**config.mk**
```make
export PLATFORM = sky130hd
export DESIGN_NAME = nbp_marks
export DESIGN_NICKNAME = d
export VERILOG_FILES = /design/src/rtl/core/normal_blend_toward_pivot_top_assert.svh /design/src/rtl/core/nbp_pkg.sv /design/src/rtl/core/nbp_marks.sv
export SDC_FILE = /design/constraint.sdc
export NUM_CORES = 2
export LEC_CHECK = 0
export BUFFER_PORTS_ARGS = -buffer_cell sky130_fd_sc_hd__buf_2
export CORE_ASPECT_RATIO = 2
export CORE_UTILIZATION = 30
export DETAILED_ROUTE_END_ITERATION = 16
export GPL_TIMING_DRIVEN = 0
export SYNTH_ARGS = -nofsm -noshare
export SYNTH_HDL_FRONTEND = slang
export SYNTH_SLANG_ARGS = --single-unit
```
**constraint.sdc**
```tcl
create_clock -name clk -period 18.3 [get_ports clk]
set_input_delay 3.66 -clock clk [delete_from_list [all_inputs] [get_ports clk]]
set_output_delay 3.66 -clock clk [all_outputs]
set_load 0.01 [all_outputs]
```
**src/rtl/core/normal_blend_toward_pivot_top_assert.svh**
```systemverilog
// Assertion macros for the normal blend block, clocked on clk and disabled in reset.
`ifndef NORMAL_BLEND_TOWARD_PIVOT_TOP_ASSERT_SVH
`define NORMAL_BLEND_TOWARD_PIVOT_TOP_ASSERT_SVH

// same-cycle implication
`define NBP_ASSERT_NOW(label, ante, cons, msg) \
  label: assert property (@(posedge clk) disable iff (rst) (ante) |-> (cons)) \
    else $error(msg);

// next-cycle implication
`define NBP_ASSERT_NEXT(label, ante, cons, msg) \
  label: assert property (@(posedge clk) disable iff (rst) (ante) |=> (cons)) \
    else $error(msg);

`endif

```
**src/rtl/core/nbp_pkg.sv**
```systemverilog
// Shared constants, register codes and control structs of the normal blend block.
package nbp_pkg;

  localparam int NORMAL_COUNT = 4096;
  localparam int ID_W         = 12;
  localparam int ROW_BITS     = 32;
  localparam int ROW_W        = $clog2(ROW_BITS);
  localparam int ROWS         = NORMAL_COUNT / ROW_BITS;
  localparam int ROW_AW       = $clog2(ROWS);

  localparam int CFG_IDX_W  = 3;
  localparam int CFG_DATA_W = 32;

  // register indexes
  localparam logic [CFG_IDX_W-1:0] REG_PIVOT_X     = 3'd0;
  localparam logic [CFG_IDX_W-1:0] REG_PIVOT_Y     = 3'd1;
  localparam logic [CFG_IDX_W-1:0] REG_PIVOT_Z     = 3'd2;
  localparam logic [CFG_IDX_W-1:0] REG_BLEND_RATIO = 3'd3;
  localparam logic [CFG_IDX_W-1:0] REG_SHARED_MODE = 3'd4;

  localparam logic signed [15:0] RATIO_RESET = 16'sd16384;
  localparam logic signed [16:0] ONE_Q14     = 17'sd16384;

  // width of a vector component fed to the normalise unit
  localparam int VEC_W = 41;
  localparam int MAG_W = VEC_W - 1;

  typedef struct packed {
    logic       in_take;
    logic       mark_wr;
    logic       unit_go;
    logic       unit_sel;   // 0: pivot direction, 1: blended sum
    logic       cap_dir;
    logic       blend_en;
    logic [1:0] blend_idx;
    logic       out_load;
    logic       out_skip;
  } ctrl_cmd_t;

  typedef struct packed {
    logic unit_done;
    logic out_free;
    logic shared;
  } dp_stat_t;

endpackage

```
**src/rtl/core/nbp_marks.sv**
```systemverilog
// Bitmap of processed normal ids: rows in memory, one valid flop per row.
module nbp_marks import nbp_pkg::*; (
  input  logic            clk,
  input  logic            rst,
  input  logic            clear,
  input  logic            rd_en,
  input  logic [ID_W-1:0] rd_id,
  input  logic            wr_en,
  output logic            hit
);

  logic [ROW_BITS-1:0] mem [ROWS];
  logic [ROWS-1:0]     row_valid;
  logic [ROW_BITS-1:0] rdata;
  logic [ID_W-1:0]     id_q;
  logic [ROW_AW-1:0]   row_q;
  logic [ROW_BITS-1:0] cur_row;
  logic [ROW_BITS-1:0] row_next;

  assign row_q = id_q[ID_W-1:ROW_W];

  // an invalid row reads as all clear
  always_comb begin
    cur_row  = row_valid[row_q] ? rdata : '0;
    row_next = cur_row;
    row_next[id_q[ROW_W-1:0]] = 1'b1;
  end

  assign hit = cur_row[id_q[ROW_W-1:0]];

  // memory port: read on transfer, write back in the next cycle
  always_ff @(posedge clk) begin
    if (rd_en) begin
      rdata <= mem[rd_id[ID_W-1:ROW_W]];
      id_q  <= rd_id;
    end
    if (wr_en) begin
      mem[row_q] <= row_next;
    end
  end

  // row valid flops, cleared at once by start of mesh
  always_ff @(posedge clk) begin
    if (rst) begin
      row_valid <= '0;
    end else if (clear) begin
      row_valid <= '0;
    end else if (wr_en) begin
      row_valid[row_q] <= 1'b1;
    end
  end

endmodule

```
==> impl_metrics.py <==
metrics = {
    "logic_synthesis": {
        "synth_edf_count": 4140,
        "yosysSeqAreaShare_pct": 77.8,
        "syn_nets": 7016,
        "avgSynthCellArea_um2": 23.3,
        "synth_seq_cells": 4268,
        "synth_flop_cell": "edfxtp_1",
        "synth_warnings": 0,
        "ys_types": 51,
        "syn_inst": 6999,
        "ys_async_sr_fraction_pct": 0,
        "syn_area_um2": 163000,
    },
    "routing": {
        "vias": 76600,
        "wl_per_cell_um": 32.6,
        "routed_wirelength_um": 491000,
        "routed_via_density": 5.08,
        "drtPass1Iterations": 7,
        "post-route-drc-count": 0,
        "ant_nets": 0,
        "drtIter0Drc": 7251,
    },
    "placed_design": {
        "dp.cells": 14400,
        "dp.final_hpwl_um": 360000,
        "globalplace.congestion": 0.976,
        "port_buffers": 16,
    },
    "sta": {
        "hold_viol_final": 0,
        "worstMarginPinSlew_ps": 1680,
        "relSlewSlack_pct": -12.1,
        "fin_skew_ps": 60.1,
        "slew_viol_final": 20,
        "fmax_mhz": 113,
        "min_period_over_period_pct": 48.5,
        "setup_violations": 0,
        "rsz0062_at_grt": "false",
        "timing.setup.tns_ps": 0,
        "fin_crit_ps": 8870,
    },
    "pwr": {
        "intPower_w": 0.0155,
        "seq_power_share_pct": 54.5,
        "p_leak_nw": 59.2,
        "p_per_area_nw_per_um2": 105,
        "clkPwrFrac_pct": 37.5,
        "ir_drop_v": 0.0000805,
        "p_switching_w": 0.00462,
        "swShare_pct": 22.9,
        "p_comb_share_pct": 8.0,
    },
    "outcome": {
        "outcome": "complete, but fails checks",
        "failed_checks": "capacitance limit, slew limit",
    },
    "global_route": {
        "overflow": 0,
        "antenna_found_initial": 32,
        "global_route.usage.met2_pct": 32.9,
        "top_usage_layer": "met2",
        "grt_pass1_wl_um": 667000,
        "use_met3_pct": 1.88,
        "grt_max_degree": 45,
        "grtUsageTotal_pct": 17.7,
        "grt_pass1_vias": 81200,
        "met1_usage_pct": 16.6,
    },
    "worst_setup_path": {
        "critPathCaptureType": "primary output",
        "cp_max_fo": 10,
        "r2r-start": "id_q[9]",
        "required_ps": 14640,
        "startpoint": "id_q[9]",
        "worstSetupPathType": "flop to primary output",
        "cp.arrival_ps": 5210,
        "start_kind": "flop",
    },
    "floorplanning": {
        "die-area_um2": 547000,
        "die_x_um": 523,
        "rows": 382,
        "ios": 18,
        "coreArea_um2": 541000,
        "initial_utilization_pct": 30.1,
        "die_h_um": 1040,
    },
    "cts": {
        "cts_resized": 0,
        "clk-insertion-delay-late_ps": 940,
        "clkTransAtPathRegs_ps": 70,
        "cts_tree": "yes",
        "clockBufferDepth": 4,
        "h-tree-depth": 5,
        "clockRootBuffer": "clkbuf_16",
        "cts_hold_buf": 0,
        "cts.sink_count": 4268,
        "numCtsBuffers": 336,
        "post_cts_buffers": 0,
    },
    "final_layout": {
        "final_layout_size_suffix_gt1_share_pct": 29.5,
        "fin_cells": 15100,
        "layout.nets": 7681,
        "syn_to_final_growth_pct": 17.2,
        "fillers": 49200,
    },
    "run": {
        "cap_violations": 6,
    },
    "worst_hold_path": {
        "min-delay-path-class": "flop to flop",
        "min-delay-start": "row_valid[20]",
    },
}
## cells by family (layout without fill, tap and decap cells)
logic type	count (synthesis)	in the layout	share of synthesized area, %
buf+inv	408	1340	1.26
mux	1514	1514	18.0
other cells	0	29	0
compound gates	447	447	1.95
flops	4268	4268	77.8
simple gates	362	362	1.01
## synthesized netlist by cell type, types with 13 or more instances
cell type / count / share of area, %
edfxtp_1: 4140 / 76
mux4_2: 1134 / 16
mux2i_1: 367 / 2.3
nor2_1: 199 / 0.46
clkbuf_1: 169 / 0.39
o22ai_1: 132 / 0.51
o21a_1: 129 / 0.59
dfxtp_1: 128 / 1.6
buf_2: 104 / 0.32
o211ai_1: 67 / 0.31
buf_1: 57 / 0.13
buf_6: 38 / 0.26
a22oi_1: 37 / 0.17
nor3_1: 37 / 0.11
a31oi_1: 36 / 0.14
nor4_1: 36 / 0.14
nand2_1: 28 / 0.064
buf_4: 27 / 0.12
nand3_1: 21 / 0.064
a221oi_1: 19 / 0.10
mux2_2: 13 / 0.090
nor2b_1: 13 / 0.050
## power by group through the flow
stage / Clock (W) / Sequential [W] / Combinational, W
after global routing: 0.00796 / 0.0110 / 0.00166
after global placement: 0 / 0.0114 / 0.00133
after CTS: 0.00766 / 0.0110 / 0.00163
after floorplan: 0 / 0.0113 / 0.000709
final: 0.00755 / 0.0110 / 0.00162
after detailed placement: 0 / 0.0112 / 0.00163
## sequential cells by signal (all words and copies together), names as in the netlist
signal and count:
mem 4096, row_valid 128, rdata 32, id_q 12
## path summary, 6_finish.rpt
kind | cells after the start | slack, ps | to
max | 9 | 9430 | hit
min reg2reg | 1 | 470 | row_valid[20]
min | 1 | 470 | row_valid[20]
max reg2reg | 11 | 13150 | mem[23][10]
## layout by cell type, fill, tap and decap left out, types with 17 or more instances in the layout
cell / Yosys / routed
buf_1: 57 / 56
clkinvlp_4: 0 / 17
clkbuf_1: 169 / 210
clkinv_2: 0 / 46
dfxtp_1: 128 / 128
nor4_1: 36 / 34
buf_16: 0 / 71
bufinv_16: 0 / 39
mux2i_1: 367 / 367
o21a_1: 129 / 129
buf_2: 104 / 121
o211ai_1: 67 / 67
edfxtp_1: 4140 / 4140
buf_4: 27 / 39
clkbuf_16: 0 / 342
clkinv_1: 2 / 63
buf_6: 38 / 63
a22oi_1: 37 / 31
o22ai_1: 132 / 113
nand3_1: 21 / 21
nor2_4: 0 / 122
a221oi_1: 19 / 19
diode_2: 0 / 29
mux4_2: 1134 / 1134
o22ai_2: 0 / 19
buf_12: 0 / 190
nor3_1: 37 / 33
a31oi_4: 0 / 32
nand2_1: 28 / 28
nor2_1: 199 / 77
## routing by layer
metal	vias to the layer above	share of wire (%)
met3	910	4.2
met2	2719	54
met1	41600	30
met4	12	11
li1	31400	-
met5	-	0.017
## area by class of cell
cell class,count,area [um2],area share (%)
clock buffers,401,8810,4.61
plain buffers,396,2020,1.06
clock inverters,204,2280,1.19
diodes,29,72.6,0.0380
flip-flops and latches,4268,127000,66.4
multi-input cells,2323,35800,18.7
well taps,7104,8890,4.65
inverters,12,45.0,0.0236
repair buffers,327,6400,3.35
## through the flow
| step | cell area, um2 | util [%] | setup WS [ps] | power (W) | hold WS (ps) |
|---|---|---|---|---|---|
| finish | 191000 | 35.3 | 9430 | 0.0201 | 467 |
| floorplan | 163000 | - | 10560 | 0.0120 | 435 |
| global route | 191000 | 35.3 | 9390 | 0.0206 | 480 |
| CTS | 191000 | 35.3 | 9410 | 0.0203 | 469 |
| global placement | 172000 | 31.8 | 2590 | 0.0128 | 442 |
| detailed placement | 180000 | 33.3 | 9200 | 0.0128 | 448 |
## worst max-delay path, stage by stage (launching register included)
cell	delay [ps]
edfxtp_1	360
buf_2	230
buf_1	350
nor2_1	450
nand2_1	590
nor2_1	920
buf_2	360
nor2_1	90
a31oi_1	650
buf_2	260
Note: power is estimated with default switching activity, not from simulation.
