`config.mk`:
```
export PLATFORM = sky130hd
export DESIGN_NAME = nbp_ctrl
export DESIGN_NICKNAME = d
export VERILOG_FILES = /design/src/rtl/core/normal_blend_toward_pivot_top_assert.svh /design/src/rtl/core/nbp_pkg.sv /design/src/rtl/core/nbp_ctrl.sv
export SDC_FILE = /design/constraint.sdc
export NUM_CORES = 1
export LEC_CHECK = 0
export BUFFER_PORTS_ARGS = -buffer_cell sky130_fd_sc_hd__buf_4
export CELL_PAD_IN_SITES_DETAIL_PLACEMENT = 0
export CELL_PAD_IN_SITES_GLOBAL_PLACEMENT = 1
export CORE_AREA = 2 2 39 41
export CTS_CLUSTER_SIZE = 20
export DETAILED_ROUTE_END_ITERATION = 10
export DIE_AREA = 0 0 41 43
export PLACE_DENSITY = 0.73
export SLEW_MARGIN = 0
export SYNTH_ARGS = -nofsm -noshare
export SYNTH_HDL_FRONTEND = slang
export SYNTH_SLANG_ARGS = --single-unit
```
`constraint.sdc`:
```
create_clock -name clk -period 3.5 [get_ports clk]
set_clock_uncertainty 0.2 [all_clocks]
set_input_delay 0.175 -clock clk [delete_from_list [all_inputs] [get_ports clk]]
set_output_delay 0.175 -clock clk [all_outputs]
set_load 0.02 [all_outputs]
```
`src/rtl/core/normal_blend_toward_pivot_top_assert.svh`:
```
// Assertion macros for the normal blend block, clocked on clk and disabled in reset.
`ifndef NORMAL_BLEND_TOWARD_PIVOT_TOP_ASSERT_SVH
`define NORMAL_BLEND_TOWARD_PIVOT_TOP_ASSERT_SVH

// same-cycle implication
`define NBP_ASSERT_NOW(label, ante, cons, msg) \
  label: assert property (@(posedge clk) disable iff (rst) (ante) |-> (cons)) \
    else $error(msg);

// next-cycle implication
`define NBP_ASSERT_NEXT(label, ante, cons, msg) \
  label: assert property (@(posedge clk) disable iff (rst) (ante) |=> (cons)) \
    else $error(msg);

`endif

```
`src/rtl/core/nbp_pkg.sv`:
```
// Shared constants, register codes and control structs of the normal blend block.
package nbp_pkg;

  localparam int NORMAL_COUNT = 4096;
  localparam int ID_W         = 12;
  localparam int ROW_BITS     = 32;
  localparam int ROW_W        = $clog2(ROW_BITS);
  localparam int ROWS         = NORMAL_COUNT / ROW_BITS;
  localparam int ROW_AW       = $clog2(ROWS);

  localparam int CFG_IDX_W  = 3;
  localparam int CFG_DATA_W = 32;

  // register indexes
  localparam logic [CFG_IDX_W-1:0] REG_PIVOT_X     = 3'd0;
  localparam logic [CFG_IDX_W-1:0] REG_PIVOT_Y     = 3'd1;
  localparam logic [CFG_IDX_W-1:0] REG_PIVOT_Z     = 3'd2;
  localparam logic [CFG_IDX_W-1:0] REG_BLEND_RATIO = 3'd3;
  localparam logic [CFG_IDX_W-1:0] REG_SHARED_MODE = 3'd4;

  localparam logic signed [15:0] RATIO_RESET = 16'sd16384;
  localparam logic signed [16:0] ONE_Q14     = 17'sd16384;

  // width of a vector component fed to the normalise unit
  localparam int VEC_W = 41;
  localparam int MAG_W = VEC_W - 1;

  typedef struct packed {
    logic       in_take;
    logic       mark_wr;
    logic       unit_go;
    logic       unit_sel;   // 0: pivot direction, 1: blended sum
    logic       cap_dir;
    logic       blend_en;
    logic [1:0] blend_idx;
    logic       out_load;
    logic       out_skip;
  } ctrl_cmd_t;

  typedef struct packed {
    logic unit_done;
    logic out_free;
    logic shared;
  } dp_stat_t;

endpackage

```
`src/rtl/core/nbp_ctrl.sv`:
```
// Controller: sequences mark check, direction, blend, renormalise and result.
module nbp_ctrl import nbp_pkg::*; (
  input  logic      clk,
  input  logic      rst,
  input  logic      in_valid,
  output logic      in_ready,
  input  logic      mark_hit,
  input  dp_stat_t  stat,
  output ctrl_cmd_t cmd
);

  localparam logic [2:0] S_IDLE  = 3'd0;
  localparam logic [2:0] S_MARK  = 3'd1;
  localparam logic [2:0] S_DGO   = 3'd2;
  localparam logic [2:0] S_DWT   = 3'd3;
  localparam logic [2:0] S_BLEND = 3'd4;
  localparam logic [2:0] S_SGO   = 3'd5;
  localparam logic [2:0] S_SWT   = 3'd6;
  localparam logic [2:0] S_FIN   = 3'd7;

  logic [2:0] state;
  logic [2:0] state_next;
  logic [1:0] bidx;
  logic       skip_q;
  logic       skip_now;

  assign in_ready = state == S_IDLE;
  assign skip_now = stat.shared && mark_hit;

  always_comb begin
    cmd           = '0;
    state_next    = state;
    cmd.in_take   = in_ready && in_valid;
    cmd.blend_idx = bidx;
    cmd.out_skip  = skip_q;
    case (state)
      S_IDLE:  if (in_valid) state_next = S_MARK;
      S_MARK: begin
        cmd.mark_wr = stat.shared && !mark_hit;
        state_next  = skip_now ? S_FIN : S_DGO;
      end
      S_DGO: begin
        cmd.unit_go = 1'b1;
        state_next  = S_DWT;
      end
      S_DWT: begin
        if (stat.unit_done) begin
          cmd.cap_dir = 1'b1;
          state_next  = S_BLEND;
        end
      end
      S_BLEND: begin
        cmd.blend_en = 1'b1;
        if (bidx == 2'd2) state_next = S_SGO;
      end
      S_SGO: begin
        cmd.unit_go  = 1'b1;
        cmd.unit_sel = 1'b1;
        state_next   = S_SWT;
      end
      S_SWT:   if (stat.unit_done) state_next = S_FIN;
      S_FIN: begin
        if (stat.out_free) begin
          cmd.out_load = 1'b1;
          state_next   = S_IDLE;
        end
      end
      default: state_next = S_IDLE;
    endcase
  end

  always_ff @(posedge clk) begin
    if (rst) begin
      state  <= S_IDLE;
      bidx   <= '0;
      skip_q <= 1'b0;
    end else begin
      state <= state_next;
      if (state == S_MARK) skip_q <= skip_now;
      if (state == S_BLEND) begin
        bidx <= (bidx == 2'd2) ? 2'd0 : bidx + 2'd1;
      end
    end
  end

endmodule

```
==> impl_metrics.toml, run 1 <==
[placement]
hpwlAfterDp_um = 676
place_worst_setup_slack_ns = 1.81
io_buffers = 17
gp_congestion = 0.763
dp.cells = 79

[min_path]
whs_path_depth = 3
hp-start = "mark_hit"
hold_end = "skip_q"
min_path_type = "in -> reg"

[worst_setup_path]
cp_data_required_time_ns = 3.12
r2r_end = "bidx[1]"
path_max_fanout = 13
critPathCaptureType = "output port"
start_kind = "flop"
crit_type = "reg -> out"
reg2reg_from = "state[2]"
worstRegToRegCells = 3
rrSetupSlack_ns = 1.80
crit_arrival_ns = 1.40

[sta]
rsz0062_at_grt = "false"
finalCritPeriodShare_pct = 50.8
maxSlewHeadroom_pct = 75.2
worst_pin_slew_ns = 0.371
fin_crit_ns = 1.78
slew_violations = 0
setup-violations-final = 0
worst_hold_slack_ns = 0.0453
fin_setup_tns_ns = 0
setup_ws_ns = 1.72
hold_viol = 0
max_freq_ghz = 0.563

[yosys]
ys_ff_latch = 6
ys_seq_area_share_pct = 32.0
yosysTopAreaCell = "dfxtp_1"
synthesis.area_um2 = 375
syn_inst = 50
synth_nets = 57
postSynthAreaPerCell_um2 = 7.51
ys_warn_count = 0
netlist.area_leader.share_pct = 32.0
ys_types = 26
ys_top_cells_by_area = "dfxtp_1 32%, a21oi_1 5.3%, nand2_1 5.0%, nand2b_1 5.0%, nor2_1 5.0%"

[global_routing]
grt_pass1_vias = 345
grt_max_degree = 14
grt_usage_pct = 12.2
grt_pass1_wl_mm = 1.46
antenna_found_initial = 0
overflow = 0

[power]
p_int_mw = 0.145
p_sw_mw = 0.0694
combinationalPowerShare_pct = 30.4
seqPwrFrac_pct = 40.9
p_per_area_nw_per_um2 = 400
irDropWorstVdd_mv = 0.105
pwr-share-clk_pct = 28.7
leakage_nw = 0.244
sw_frac_of_total_pct = 32.3

[floorplanning]
rows = 14
start_util_pct = 27.1
die_w_um = 41
ios = 18
coreArea_um2 = 1380
dieArea_um2 = 1760
die_y_um = 43

[clocking]
cts_num_sinks = 6
cts_root_buf = "clkbuf_4"
h-tree-depth = 1
cts_tree = "yes"
clock_latency_ns = 0.24
cts.repair.resized = 0
cts_buffers = 3
clk_pin_slew_ns = 0.04
clockBufferDepth = 2

[finish]
diodes = 0
nFillCells = 153
drive_above_1_share_pct = 32.8
fin_nets = 76
syn2layout_area_growth_pct = 43.0
fin_cells = 83

[route]
drtPass1Iterations = 4
dr.max_layer_used = "met3"
wl_met1_um = 445
first_iter_violations = 6
postRouteAntennaNets = 0
met2_length_um = 414
vias_per_cell = 4.80
dr_wl_met3_um = 49
vias = 398
drc = 0
avgRoutedWirePerCell_um = 11.0
finalWirelength_um = 909

[status]
outcome = "finished, final reports clean"

[run]
cap_violations = 0
synthesized netlist by cell type:
| cell | instances |
|---|---|
| buf_4 | 1 |
| or3_1 | 1 |
| and3_1 | 1 |
| inv_1 | 1 |
| nor2_1 | 5 |
| nand2b_1 | 3 |
| a311oi_1 | 1 |
| o21ai_0 | 1 |
| a21bo_2 | 1 |
| clkbuf_1 | 3 |
| a31oi_1 | 1 |
| o22ai_1 | 1 |
| nand3_1 | 1 |
| nand4_1 | 1 |
| dfxtp_1 | 6 |
| and4b_1 | 1 |
| or3b_1 | 1 |
| o21bai_1 | 1 |
| and2_1 | 2 |
| nand3b_1 | 2 |
| nor2b_1 | 1 |
| or3b_4 | 1 |
| nand2_1 | 5 |
| nor3_1 | 3 |
| a21oi_1 | 4 |
| o211a_1 | 1 |
cell type report:
cell class | instances | area (um2) | area share [%]
timing repair buffer | 18 | 138 | 25.6
multi-input combinational | 39 | 233 | 43.4
inverter | 1 | 3.75 | 0.699
tap | 16 | 20.0 | 3.73
sequential | 6 | 120 | 22.4
clock buffer | 3 | 22.5 | 4.20
per-layer routing:
layer | vias to the layer above | global-route usage (%)
li1 | 212 | -
met4 | 0 | 6.00
met5 | - | 0
met1 | 177 | 17.1
met3 | 0 | 4.71
met2 | 9 | 15.6
cell usage in the layout, fill, tap and decap left out, types with 2 or more instances in the layout:
cell	instances
buf_4	17
dfxtp_1	6
nand2_1	5
nor2_1	5
a21oi_1	4
nor3_1	3
nand2b_1	3
clkbuf_4	3
and2_1	2
nand3b_1	2
how the worst max path moves through the flow:
stage / from / endpoint
floorplan: state[2] / cmd[9]
global placement: state[2] / bidx[1]
detailed placement: state[2] / bidx[1]
CTS: state[0] / cmd[7]
global route: state[0] / cmd[7]
finish: state[2] / cmd[4]
repair_timing:
| item | in CTS | in global routing |
|---|---|---|
| setup buffers | 0 | 0 |
| endpoints found under the setup margin | 0 | 0 |
| hold endpoints to repair | 5 | 0 |
| hold buffers | 1 | 0 |
through the flow:
step | util (%) | instance area [um2] | total power, mW
detailed placement | 36.4 | 504 | 0.154
finish | 38.8 | 537 | 0.215
global route | 38.8 | 537 | 0.231
floorplan | - | 375 | 0.127
global placement | 36.4 | 504 | 0.154
CTS | 38.8 | 537 | 0.219
registers in the layout (all words and copies together), names as in the netlist:
| signal | count |
|---|---|
| state | 3 |
| skip_q | 1 |
| bidx | 2 |
critical path: stages, from the launching register on:
cell	delay [ns]
dfxtp_1	0.52
or3b_4	0.45
inv_1	0.06
buf_4	0.13
power by group through the flow:
stage               Combinational, mW  Sequential, mW  Clock, mW
global placement               0.0651          0.0891          0
CTS                            0.0661          0.0877     0.0649
detailed placement             0.0651          0.0888          0
finish                         0.0653          0.0878     0.0617
global route                   0.0719          0.0894     0.0700
floorplan                      0.0477          0.0794          0
cell families after synthesis:
family	count (synthesis)	synth area share, %
compound gates	11	19.7
flops	6	32.0
simple gates	28	42.3
buf+inv	5	6.00
Note: power is estimated with default switching activity, not from simulation.
==> run 2, diff against run 1 <==
Settings changed: CORE_AREA 2 2 39 41 to not set, CORE_MARGIN set to 1.5, CORE_UTILIZATION set to 28, DIE_AREA 0 0 41 43 to not set.
Clock period 3.5 ns to 1.65 ns, I/O delays scaled along.
==> run 2 against run 1 <==
Flip-flop and latch count did not move; worst hold slack got worse by 0.021 ns; sequential share of layout area fell by 1.8 points; clock power rose by 110%; utilization rose by 7.3 points; first-iteration DRC count fell by 83%.
==> impl_metrics.toml, run 2 (synthesis gave the netlist of run 1 again) <==
[worst_setup_path]
reg2reg_from = "state[1]"
worstSetupStartpoint = "state[0]"
cpLargestDelayFamily = "flip-flops"
path_cells = "buf_6 -> nor2b_2 -> and2_1 -> o21bai_1 -> buf_4"
critPathSlowestCell = "dfxtp_1"
cp.depth = 5
rrSetupSlack_ns = 0.19
critPathCaptureType = "output port"
r2r_end = "bidx[1]"
crit_arrival_ns = 1.30
worstRegToRegCells = 3
crit_type = "reg -> out"
critPathCapture = "cmd[7]"
cp_slowest_stage_delay_ns = 0.32
start_kind = "flop"
cp.buffers_inverters = 2
cp_data_required_time_ns = 1.37
path_max_fanout = 11

[finish]
final_cell_mix = "19 x buf_4, 6 x dfxtp_1, 5 x nand2_1, 5 x nor2_1, 4 x a21oi_1"
drive_above_1_share_pct = 36.1
fin_nets = 81
syn2layout_area_growth_pct = 55.7
stdcell_area_um2 = 584
top_regs = "state x3, bidx x2, skip_q x1"
diodes = 0
fin_cells = 87
largest_register_ffs = 3
layout_commonest_cell = "buf_4"
largest_register = "state"
post-route-util_pct = 46.1

[placement]
hpwlAfterDp_um = 680
place_worst_setup_slack_ns = 0.189
io_buffers = 17
gp_congestion = 0.753
dp.cells = 81
dpl_cell_area_um2 = 526

[min_path]
hp-start = "in_valid"
min_path_type = "in -> reg"

[route]
vias_per_cell = 4.90
finalWirelength_um = 945
avgRoutedWirePerCell_um = 10.9
drc = 0
postRouteAntennaNets = 0
drtPass1Iterations = 2
vias = 426
first_iter_violations = 1

[power]
irDropWorstVdd_mv = 0.406
leakage_nw = 0.270
p_per_area_nw_per_um2 = 813

[floorplanning]
start_util_pct = 29.6
rows = 13
die_y_um = 39.6
coreArea_um2 = 1270
die_w_um = 39.6
dieArea_um2 = 1570
ios = 18

[clocking]
cts_num_sinks = 6
clock_latency_ns = 0.24
cts_tree = "yes"
h-tree-depth = 1
cts_setup_buffers = 0
cts_buffers = 3
clk_pin_slew_ns = 0.04
cts_root_buf = "clkbuf_4"
clockBufferDepth = 2

[global_routing]
grt_pass1_wl_mm = 1.48
antenna_found_initial = 0
grt_usage_pct = 14.4
overflow = 0
grt_max_degree = 13
grt_pass1_vias = 345

[sta]
hold_viol = 0
finalCritPeriodShare_pct = 96.0
worst_pin_slew_ns = 0.297
maxSlewHeadroom_pct = 80.0
fin_crit_ns = 1.58
setup_ws_ns = 0.0655
fin_setup_tns_ns = 0
setup-violations-final = 0
slew_violations = 0
max_freq_ghz = 0.631
rsz0062_at_grt = "false"

[run]
cap_violations = 0

[status]
outcome = "finished, final reports clean"
run 2: cell count changes in the layout (fill, tap and decap cells not counted), sizes merged:
cell         previous run  this run
dlygate4sd3             1         3
buf                    17        20
run 2: how the worst min path moves through the flow:
stage,cells after the start,endpoint,slack (ns)
2_1_floorplan,1,bidx[0],-0.05
3_3_place_gp,2,skip_q,0.10
3_5_place_dp,2,bidx[1],0.11
4_1_cts,4,state[0],0.03
5_1_grt,4,state[0],0.03
6_report,4,state[0],0.02
run 2: per-stage QoR:
step | hold slack, ns | power [mW]
finish | 0.0246 | 0.475
global route | 0.0267 | 0.516
CTS | 0.0269 | 0.476
detailed placement | 0.106 | 0.339
global placement | 0.101 | 0.340
floorplan | -0.0484 | 0.270
run 2: timing repair:
item	4_1_cts	5_1_grt
setup endpoints to repair	0	1
hold buffers	3	0
hold endpoints to repair	6	0
resized for setup	0	2
run 2: metal layers:
layer	vias to the layer above	share of wire [%]	GRT usage, %
li1	224	-	-
met1	189	50	19.4
met2	11	44	20.5
met3	2	4.3	3.41
met4	0	1.5	7.76
met5	-	0	0
run 2: area by class of cell:
type	count	area, um2
fillers	137	684
multi-input cells	39	235
repair buffers	23	184
flip-flops and latches	6	120
clock buffers	3	22.5
well taps	15	18.8
inverters	1	3.75
run 2: report_power, final:
part           switching, mW  leakage (nW)  internal, mW
Sequential           0.00754        0.0491         0.158
Clock                 0.0463        0.0138        0.0818
Combinational         0.0957         0.207        0.0860
Total                  0.150         0.270         0.326
run 2: worst register-to-register path: stages (launching register included):
cell     delay (ns)
dfxtp_1        0.30
or3b_4         0.41
or3b_1         0.36
a21oi_1        0.12
==> run 3, diff against run 2 <==
Settings changed: ABC_AREA set to 1, CORE_ASPECT_RATIO set to 1.1, CORE_UTILIZATION 28 to 29, PLACE_DENSITY 0.73 to 0.75.
==> run 3 against run 2 <==
Combinational power rose to 4.0 times the previous value; cell count is 33% higher; via count rose by 24%; register-to-register slack better by 0.02 ns; critical path type unchanged; largest power group unchanged; highest routed layer unchanged.
==> impl_metrics.toml, run 3 <==
[placement]
io_buffers = 17
dpl_cell_area_um2 = 592
place_worst_setup_slack_ns = 0.225
hpwlAfterDp_um = 901
gp_congestion = 0.785
dp.cells = 108

[yosys]
synth_ff_type = "dfxtp_1"
synth_most_common_cell = "nand2_1"
ys_types = 20
synthTopCellsByCount = "19 x nand2_1, 12 x nor2_1, 11 x inv_1, 6 x dfxtp_1"
ys_top_cells_by_area = "dfxtp_1 27%, nand2_1 16%, nor2_1 10%, inv_1 9.3%, a21oi_1 4.5%"
ys_seq_area_share_pct = 27.2
syn_inst = 75
async_flop_share_pct = 0
synth_nets = 82
synth_edf_count = 0
netlist.area_leader.share_pct = 27.2
yosysTopAreaCell = "dfxtp_1"
ys_warn_count = 0
postSynthAreaPerCell_um2 = 5.89
ys_ff_latch = 6
synthesis.area_um2 = 442

[finish]
final_cell_mix = "23 x buf_4, 19 x nand2_1, 11 x inv_1, 11 x nor2_1"
largest_register = "state"
top_regs = "state x3, bidx x2, skip_q x1"
drive_above_1_share_pct = 36.0
nFillCells = 166
regArea_um2 = 125
layout_commonest_cell = "buf_4"
syn2layout_area_growth_pct = 50.4
multi_input_area_um2 = 263
largest_register_ffs = 3
stdcell_area_um2 = 664
diodes = 0
fin_nets = 109
fin_cells = 116
post-route-util_pct = 47.4

[floorplanning]
die_w_um = 40.2
rows = 14
ios = 18
start_util_pct = 31.5
dieArea_um2 = 1770
coreArea_um2 = 1400
die_y_um = 43.9

[power]
p_per_area_nw_per_um2 = 1680
leakage_nw = 0.382
irDropWorstVdd_mv = 0.744
finalPower_mw = 1.12

[sta]
setup_ws_ns = 0.0416
rsz0062_at_grt = "true"
fin_crit_ns = 1.61
worst_pin_slew_ns = 0.274
setup-violations-final = 0
maxSlewHeadroom_pct = 81.7
fin_setup_tns_ns = 0
hold_viol = 0
finalCritPeriodShare_pct = 97.5
slew_violations = 0
worst_hold_slack_ns = 0.0337
max_freq_ghz = 0.622

[clocking]
cts_num_sinks = 6
h-tree-depth = 1
cts_tree = "yes"
clock_latency_ns = 0.24
cts_root_buf = "clkbuf_4"
clockBufferDepth = 2
clk_pin_slew_ns = 0.05
cts_buffers = 3

[worst_setup_path]
path_max_fanout = 5
path_cells = "inv_4 -> or2_4 -> nor2_4 -> nand2_1 -> nor2_1 -> buf_4"
start_kind = "flop"
cp_slowest_stage_delay_ns = 0.36
critPathSlowestCell = "dfxtp_4"
critPathCaptureType = "output port"
crit_type = "reg -> out"
crit_arrival_ns = 1.33
cp_data_required_time_ns = 1.37

[route]
finalWirelength_mm = 1.12
vias_per_cell = 4.56
first_iter_violations = 8
vias = 529
postRouteAntennaNets = 0
avgRoutedWirePerCell_um = 9.65
drc = 0
drtPass1Iterations = 4

[min_path]
min_path_type = "in -> reg"

[global_routing]
grt_pass1_wl_mm = 1.97
grt_pass1_vias = 490
grt_usage_pct = 16.1
antenna_found_initial = 0
overflow = 0
grt_max_degree = 10

[run]
cap_violations = 0

[status]
outcome = "finished, final reports clean"
-- run 3: final timing paths --
path                                from  slack (ns)        to  depth (start not counted)
worst max-delay path            state[0]        0.04    cmd[8]                          6
worst min-delay path            in_valid        0.03  state[0]                          5
worst max register to register  state[2]        0.21  state[1]                          7
worst min register to register    skip_q        0.29    skip_q                          2
-- run 3: routing by layer --
layer | global-route usage (%) | up-vias | routed length, um
met5 | 0 | - | 0
met4 | 8.00 | 0 | 14
met3 | 3.08 | 4 | 62
met2 | 24.5 | 14 | 543
met1 | 21.1 | 225 | 498
li1 | - | 286 | -
-- run 3: what timing repair did --
item                       CTS  global route
resized for setup            1             4
hold buffers                 1             0
pin swaps                    0             4
setup endpoints to repair    2             3
hold endpoints to repair     6             0
buffers inserted             0             4
-- run 3: kinds of logic (layout without fill, tap and decap cells) --
| kind of cell | Yosys count | in the layout | share of synthesized area, % |
|---|---|---|---|
| AO/OA/AOI/OAI | 10 | 10 | 13.0 |
| flip-flops | 6 | 6 | 27.2 |
| AND/OR/NAND/NOR | 44 | 44 | 45.9 |
| buffers and inverters | 15 | 40 | 13.9 |
-- run 3: final cells by class --
cell class                 count  area share [%]
timing repair buffer          24            27.5
tap                           16            3.01
inverter                      13            7.72
clock buffer                   3            3.39
sequential                     6            18.8
multi-input combinational     54            39.5
-- run 3: critical path, delay by kind of cell, from the launching register on --
kind | cells | cell delay (ns)
AND/OR/NAND/NOR | 4 | 0.54
buffers and inverters | 2 | 0.18
flip-flops | 1 | 0.36
-- run 3: power breakdown --
group | switching, mW | leakage, nW | internal, mW | total [mW]
clock network | 0.0507 | 0.0138 | 0.0821 | 0.133
registers | 0.0631 | 0.0502 | 0.204 | 0.267
logic | 0.398 | 0.318 | 0.321 | 0.719
total | 0.512 | 0.382 | 0.607 | 1.12
